$ cat config.mk
export PLATFORM = sky130hd
export DESIGN_NAME = sacwt_row_ram
export DESIGN_NICKNAME = d
export VERILOG_FILES = /design/src/sv/set_assoc_writeback_cache_tags_unit_defines.svh /design/src/sv/sacwt_row_ram.sv
export SDC_FILE = /design/constraint.sdc
export NUM_CORES = 1
export LEC_CHECK = 0
export ABC_AREA = 1
export BUFFER_PORTS_ARGS = -buffer_cell sky130_fd_sc_hd__buf_4
export CAP_MARGIN = 20
export CORE_MARGIN = 3
export CORE_UTILIZATION = 30
export DETAILED_ROUTE_END_ITERATION = 8
export PLACE_DENSITY = 0.47
export RECOVER_POWER = 25
export REMOVE_ABC_BUFFERS = 1
export SYNTH_ARGS = -nofsm -noshare
export SYNTH_HDL_FRONTEND = slang
export SYNTH_SLANG_ARGS = --single-unit
export TNS_END_PERCENT = 20
$ cat constraint.sdc
create_clock -name clk_i -period 4.15 [get_ports clk_i]
set_input_delay 0.83 -clock clk_i [delete_from_list [all_inputs] [get_ports clk_i]]
set_output_delay 0.83 -clock clk_i [all_outputs]
set_load 0.005 [all_outputs]
$ cat src/sv/set_assoc_writeback_cache_tags_unit_defines.svh
// Assertion helpers for the cache tag unit.
// Both sample on clk_i and are off while rst_ni is low.
`ifndef SET_ASSOC_WRITEBACK_CACHE_TAGS_UNIT_DEFINES_SVH
`define SET_ASSOC_WRITEBACK_CACHE_TAGS_UNIT_DEFINES_SVH

// Same-cycle implication.
`define SACWT_ASSERT(lbl, ante, cons, msg) \
  lbl: assert property (@(posedge clk_i) disable iff (!rst_ni) (ante) |-> (cons)) \
    else $error(msg);

// Next-cycle implication.
`define SACWT_ASSERT_NEXT(lbl, ante, cons, msg) \
  lbl: assert property (@(posedge clk_i) disable iff (!rst_ni) (ante) |=> (cons)) \
    else $error(msg);

`endif

$ cat src/sv/sacwt_row_ram.sv
module sacwt_row_ram #(
  parameter int unsigned DATA_W = 8,
  parameter int unsigned DEPTH  = 64,
  parameter int unsigned ADDR_W = 6
) (
  input  logic              clk_i,
  input  logic              wr_en_i,
  input  logic [ADDR_W-1:0] wr_addr_i,
  input  logic [DATA_W-1:0] wr_data_i,
  input  logic              rd_en_i,
  input  logic [ADDR_W-1:0] rd_addr_i,
  output logic [DATA_W-1:0] rd_data_o
);

  logic [DATA_W-1:0] mem [DEPTH];

  // Write one row
  always_ff @(posedge clk_i) begin
    if (wr_en_i) begin
      mem[wr_addr_i] <= wr_data_i;
    end
  end

  // Read one row, hold data until the next read
  always_ff @(posedge clk_i) begin
    if (rd_en_i) begin
      rd_data_o <= mem[rd_addr_i];
    end
  end

endmodule

==> results of run 1 <==
through the flow:
step	hold WS [ns]	total power, mW	setup WS [ns]
after floorplan	0.796	6.24	0.663
after global routing	0.615	12.1	1.58
after CTS	0.513	11.9	1.73
after detailed placement	0.894	6.67	1.07
after global placement	0.886	6.67	1.07
final	0.633	11.7	1.65
per-layer routing:
layer	global-route usage (%)	vias to the layer above
met5	0	-
met4	4.20	6
met3	2.59	90
met2	26.0	324
met1	22.3	6846
li1	-	6486
worst reg2reg max path, stage by stage, from the launching register on:
cell and delay, ns:
edfxtp_1 0.35, nand2_1 0.07, nand3_1 0.12, nand3_1 0.14, nand2_1 0.11, nand2_1 0.07
nand3_1 0.18, nand3_1 0.21, nand2_1 0.08
power breakdown:
group,internal [mW],switching (mW),total (mW),leakage [nW]
combinational,0.175,0.530,0.706,3.22
clock,3.10,2.07,5.17,0.912
sequential,5.83,0.0186,5.85,4.69
total,9.10,2.62,11.7,8.82
registers in the layout, indices dropped and copies added (netlist names):
signal / count
mem: 512
rd_data_o: 8
cells by family (layout without fill, tap and decap cells):
group / after synthesis / after routing
flops: 520 / 520
other cells: 0 / 3
simple gates: 1160 / 1160
buf+inv: 125 / 233
how the worst max path moves through the flow:
stage | start | end | cells after the start
3_3_place_gp | rd_addr_i[0] | rd_data_o[6] | 11
2_1_floorplan | rd_addr_i[1] | rd_data_o[7] | 8
4_1_cts | rd_addr_i[0] | rd_data_o[6] | 11
6_report | rd_addr_i[0] | rd_data_o[6] | 11
3_5_place_dp | rd_addr_i[0] | rd_data_o[6] | 11
5_1_grt | rd_addr_i[0] | rd_data_o[6] | 11
layout make-up:
cell class	count	area, µm²	area share (%)
Timing Repair Buffer	119	1000	4.06
Multi-Input combinational cell	1160	4950	20.0
Clock buffer	67	1440	5.84
Tap cell	940	1180	4.76
Sequential cell	520	15600	63.2
Inverter	12	55.1	0.223
Antenna cell	3	7.51	0.0304
Clock inverter	35	457	1.85
cells in the final DEF, fill, tap and decap left out:
cell / instances
buf_4: 106
buf_12: 9
clkinv_2: 8
clkinv_8: 1
clkbuf_2: 2
inv_16: 1
inv_8: 1
inv_2: 1
clkbuf_1: 12
nand2_1: 648
clkinv_1: 9
inv_4: 1
nor4_1: 8
clkbuf_8: 1
bufinv_16: 10
nand4_1: 9
clkbuf_16: 56
inv_6: 1
nand3_1: 439
clkinvlp_4: 5
nor2_1: 56
edfxtp_1: 520
diode_2: 3
inv_1: 9
==> results.md, run 1 <==
* Vias in the first global route at 13500
* Total setup buffers inserted after CTS at 0
* RSZ-0062 raised after global routing: false
* Cell Pwr Density at 475 mW/mm²
* Die Y at 273 µm
* Gr usage total at 16.0%
* Core area at 0.0704 mm²
* Status: complete, but fails checks
* Reg2Reg Launch Point: mem[16][6]
* Slowest cell on the critical path: inv_8
* Post-Layout Inst Area at 0.0247 mm²
* Hold depth at 3
* Post-Syn Area at 0.0214 mm²
* CTS Sinks at 520
* Largest area contributor in the netlist: edfxtp_1
* Non-filler cells, final at 2856
* Worst R2R End: rd_data_o[6]
* Synth Area in Simple Gates at 23.1%
* CP cell instances: clkbuf_8, inv_8, buf_12, nand2_1, nand3_1, nand3_1, nand2_1, nand2_1, nand3_1, nand3_1, nand2_1
* Met3 WL at 3170 µm
* Worst VDD drop at 340 µV
* Drt first pass iters at 5
* I/O Buffers at 30
* Max stage delay on crit path at 0.50 ns
* Worst Path Max Fanout at 89
* Static leakage at 8.82 nW
* Synth cell count leaders: nand2_1, edfxtp_1, nand3_1
* Reg2Reg Setup Slack at 2.57 ns
* Largest delay share family, worst path: buffers and inverters
* CP endpoint kind: flop
* Area Growth Syn to Fin at 15.3%
* Syn_area_per_cell at 11.9 µm²
* Setup Viol. Count Final at 0
* Post-cts resize count at 0
* Hold Path End: rd_data_o[7]
* Number of synthesized flops with an enable pin at 520
* First-pass GRT wire length at 89200 µm
* Final Util at 35.1%
* Required time of the critical path at 4.64 ns
* Placed cells at 2751
* Gpl congestion at 0.847
* Class of the most critical hold timing path: primary input to flop
* DR vias/cell at 4.82
* Post-synthesis adder-cell area fraction at 0%
* Fmax achieved at 0.401 GHz
* I/O pin total at 31
* Slew headroom at -12.2%
* R2r worst-path depth at 8
* Final period util at 60.1%
* Top-area cell type share of the netlist area at 72.9%
* Dpl cell area at 0.0228 mm²
* Pin count of the biggest net entering global routing at 90
* Clock latency on the worst-skew pair at 0.62 ns
* Initial antenna violation count at 4
* Rows at 97
* CTS tree: done
* Clock Skew at 0.0187 ns
* Worst-path clk slew at 0.06 ns
* Min-delay src: rd_addr_i[5]
* Post-route ant nets at 0
* Routed wire length per instance at 21.0 µm
* Highest Signal Layer: met5
* TNS Setup at 0 ns
* Yosys reg bits at 520
* Share of the yosys chip area belonging to registers at 72.9%
* Worst Tran Pin Value at 1.68 ns
* Share of cells above drive strength 1 at 10.6%
* Failing checks: max-capacitance violations, max-slew violations
* Die area at 0.0746 mm²
* Worst Path Arrival at 2.99 ns
* Post-Route WL at 59900 µm
* Detailed-route via count at 13800
* Fin. Hold Viols at 0
* Layout fillers at 7066
* Count leader, synth: nand2_1
* Final nets at 1892
* Max Cap Violations at 2
* Metal2 WL at 28000 µm
* CTS Buf Count at 56
* Min Clock Period, post-route at 2.50 ns
* Synth top area cells: edfxtp_1, nand2_1, nand3_1
* Overflow after GRT at 0
* Bufs and invs on worst path at 3
* Ys flop type: edfxtp_1
* Metal1 wirelength at 27300 µm
* Asr flop ratio synth at 0%
* Largest family of logic cells by synthesized area: simple AND/OR/NAND/NOR gates
* Synth unique cells at 15
* Die Wd at 273 µm
* Synthesized instance count at 1805
* Mux cell area share after synthesis at 0%
* Post-synthesis compound-gate area fraction at 0%
* Starting Density at 30.4%
* Hold_buf cts at 0
* DPL Wire Length at 34800 µm
* Setup crit start kind: primary input
* Pins Over Slew Limit at 131
* Starting DRC count in detailed routing at 1057
* Yosys warning count at 0
* Post-Synth XOR/XNOR Area at 0%
* Htree depth at 2
* Root Driver: clkbuf_16
* Critical setup path kind: primary input to flop
* Deepest clock path buffer count at 3
* DRC viols at 0
Note: power is estimated with default switching activity, not from simulation.
==> inputs of run 2 (changes only) <==
--- a/config.mk
+++ b/config.mk
@@ -11,7 +11,7 @@
 export CORE_MARGIN = 3
 export CORE_UTILIZATION = 30
 export DETAILED_ROUTE_END_ITERATION = 8
-export PLACE_DENSITY = 0.47
+export PLACE_DENSITY = 0.48
 export RECOVER_POWER = 25
 export REMOVE_ABC_BUFFERS = 1
 export SYNTH_ARGS = -nofsm -noshare
==> constraint.sdc (replaced) <==
create_clock -name clk_i -period 2.2 [get_ports clk_i]
set_input_delay 0.44 -clock clk_i [delete_from_list [all_inputs] [get_ports clk_i]]
set_output_delay 0.44 -clock clk_i [all_outputs]
set_load 0.005 [all_outputs]
==> run 2 against run 1 <==
Against the previous run:
- the flow still finishes with violations (max-capacitance violations, max-slew violations)
- combinational power rose by 110%
- design area rose by 1.9%
- first-iteration DRC count rose by 19%
- die area did not move
- total power rose by 84%
- utilization rose by 0.66 points
- largest cell class unchanged
- setup slack got worse by 1.3 ns
==> results.md, run 2 (same netlist as run 1, synthesis figures left out) <==
* Status: complete, but fails checks
* Failing checks: max-capacitance violations, max-slew violations
* Hold_buf cts at 0
* CP cell instances: clkbuf_1, buf_4
* Pins Over Slew Limit at 245
* Cell Pwr Density at 858 mW/mm²
* Final Util at 35.8%
* Worst Tran Pin Value at 1.99 ns
* Max reg flops at 512
* Class of the most critical hold timing path: primary input to flop
* Share of cells above drive strength 1 at 12.1%
* Layout fillers at 6940
* CP endpoint kind: flop
* Dpl cell area at 0.0234 mm²
* Post-cts resize count at 0
* Worst VDD drop at 558 µV
* Min Clock Period, post-route at 1.82 ns
* Largest delay share family, worst path: buffers and inverters
* Clock Skew at 0.0150 ns
* Routed wire length per instance at 20.6 µm
* Gpl congestion at 0.816
* Total setup buffers inserted after CTS at 0
* Final nets at 1939
* Largest reg by FF count: mem
* Hold depth at 3
* Clock latency on the worst-skew pair at 0.61 ns
* Critical setup path kind: primary input to flop
* Pin count of the biggest net entering global routing at 65
* DR vias/cell at 4.81
* Worst Path Max Fanout at 31
* Drt first pass iters at 5
* Area Growth Syn to Fin at 17.5%
* Required time of the critical path at 2.64 ns
* Area of the multi-input gates at 0.00495 mm²
* Starting DRC count in detailed routing at 1262
* Overflow after GRT at 0
* R2r worst-path depth at 8
* Register area at 0.0156 mm²
* Non-filler cells, final at 2904
* Fmax achieved at 0.551 GHz
* Top flop regs: mem x512, rd_data_o x8
* Most frequent cells in the layout: nand2_1, edfxtp_1, nand3_1
* Starting Density at 30.4%
* Static leakage at 9.07 nW
* PnR Total Power at 21.6 mW
* Worst Path Arrival at 2.26 ns
* DRC viols at 0
* Die Wd at 273 µm
* I/O pin total at 31
* I/O Buffers at 30
* Final worst hold slack at 0.243 ns
* Htree depth at 2
* Initial antenna violation count at 3
* Die Y at 273 µm
* Slowest cell on the critical path: clkbuf_1
* Post-route ant nets at 0
* First-pass GRT wire length at 90000 µm
* Max Cap Violations at 7
* Rows at 97
* Levels on crit path at 2
* RSZ-0062 raised after global routing: false
* Slew headroom at -32.7%
* Setup ws final at 0.384 ns
* Post-Route WL at 59800 µm
* Final period util at 82.5%
* Setup Viol. Count Final at 0
* Fin. Hold Viols at 0
* Max stage delay on crit path at 1.39 ns
* CTS Sinks at 520
* DPL Wire Length at 37400 µm
* CTS tree: done
* Dpl ws at -0.0651 ns
* Setup crit start kind: primary input
* Post-Layout Inst Area at 0.0252 mm²
* Bufs and invs on worst path at 2
* Detailed-route via count at 14000
* Most common cell after layout, fill and taps aside: nand2_1
* Worst-path clk slew at 0.06 ns
* CTS Buf Count at 57
* Core area at 0.0704 mm²
* TNS Setup at 0 ns
* Gr usage total at 16.0%
* Die area at 0.0746 mm²
* Placed cells at 2797
* Vias in the first global route at 13800
* Root Driver: clkbuf_16
* Deepest clock path buffer count at 3
[run 2: changes by cell type in the layout (fill, tap and decap cells not counted), sizes merged]
cell,change
buf,+39
clkbuf,+14
bufinv,-7
clkinv,+5
clkinvlp,-2
diode,-1
[run 2: report_power, final]
group / switching (mW) / internal (mW)
clock network: 3.87 / 5.23
logic: 1.02 / 0.432
registers: 0.0360 / 11.0
[run 2: worst paths after layout]
kind	slack (ns)	endpoint	from
max	0.38	mem[13][1]	wr_data_i[1]
min	0.24	rd_data_o[6]	rd_addr_i[5]
max reg2reg	0.71	rd_data_o[4]	mem[11][4]
min reg2reg	0.91	rd_data_o[1]	mem[38][1]
[run 2: area by class of cell]
| cell class | instances | share of cell area (%) |
|---|---|---|
| diodes | 2 | 0.0199 |
| clock buffers | 74 | 6.09 |
| clock inverters | 31 | 0.910 |
| inverters | 12 | 0.209 |
| multi-input cells | 1160 | 19.7 |
| flip-flops and latches | 520 | 62.0 |
| well taps | 940 | 4.67 |
| repair buffers | 165 | 6.41 |
[run 2: metal layers]
| layer | track usage, % | wire length (µm) | share of wire, % | vias to the layer above |
|---|---|---|---|---|
| met1 | 22.8 | 27700 | 46 | 6917 |
| met3 | 2.73 | 3360 | 5.6 | 89 |
| met5 | 0 | 10 | 0.017 | - |
| li1 | - | - | - | 6599 |
| met4 | 4.97 | 1480 | 2.5 | 2 |
| met2 | 25.1 | 27200 | 46 | 351 |
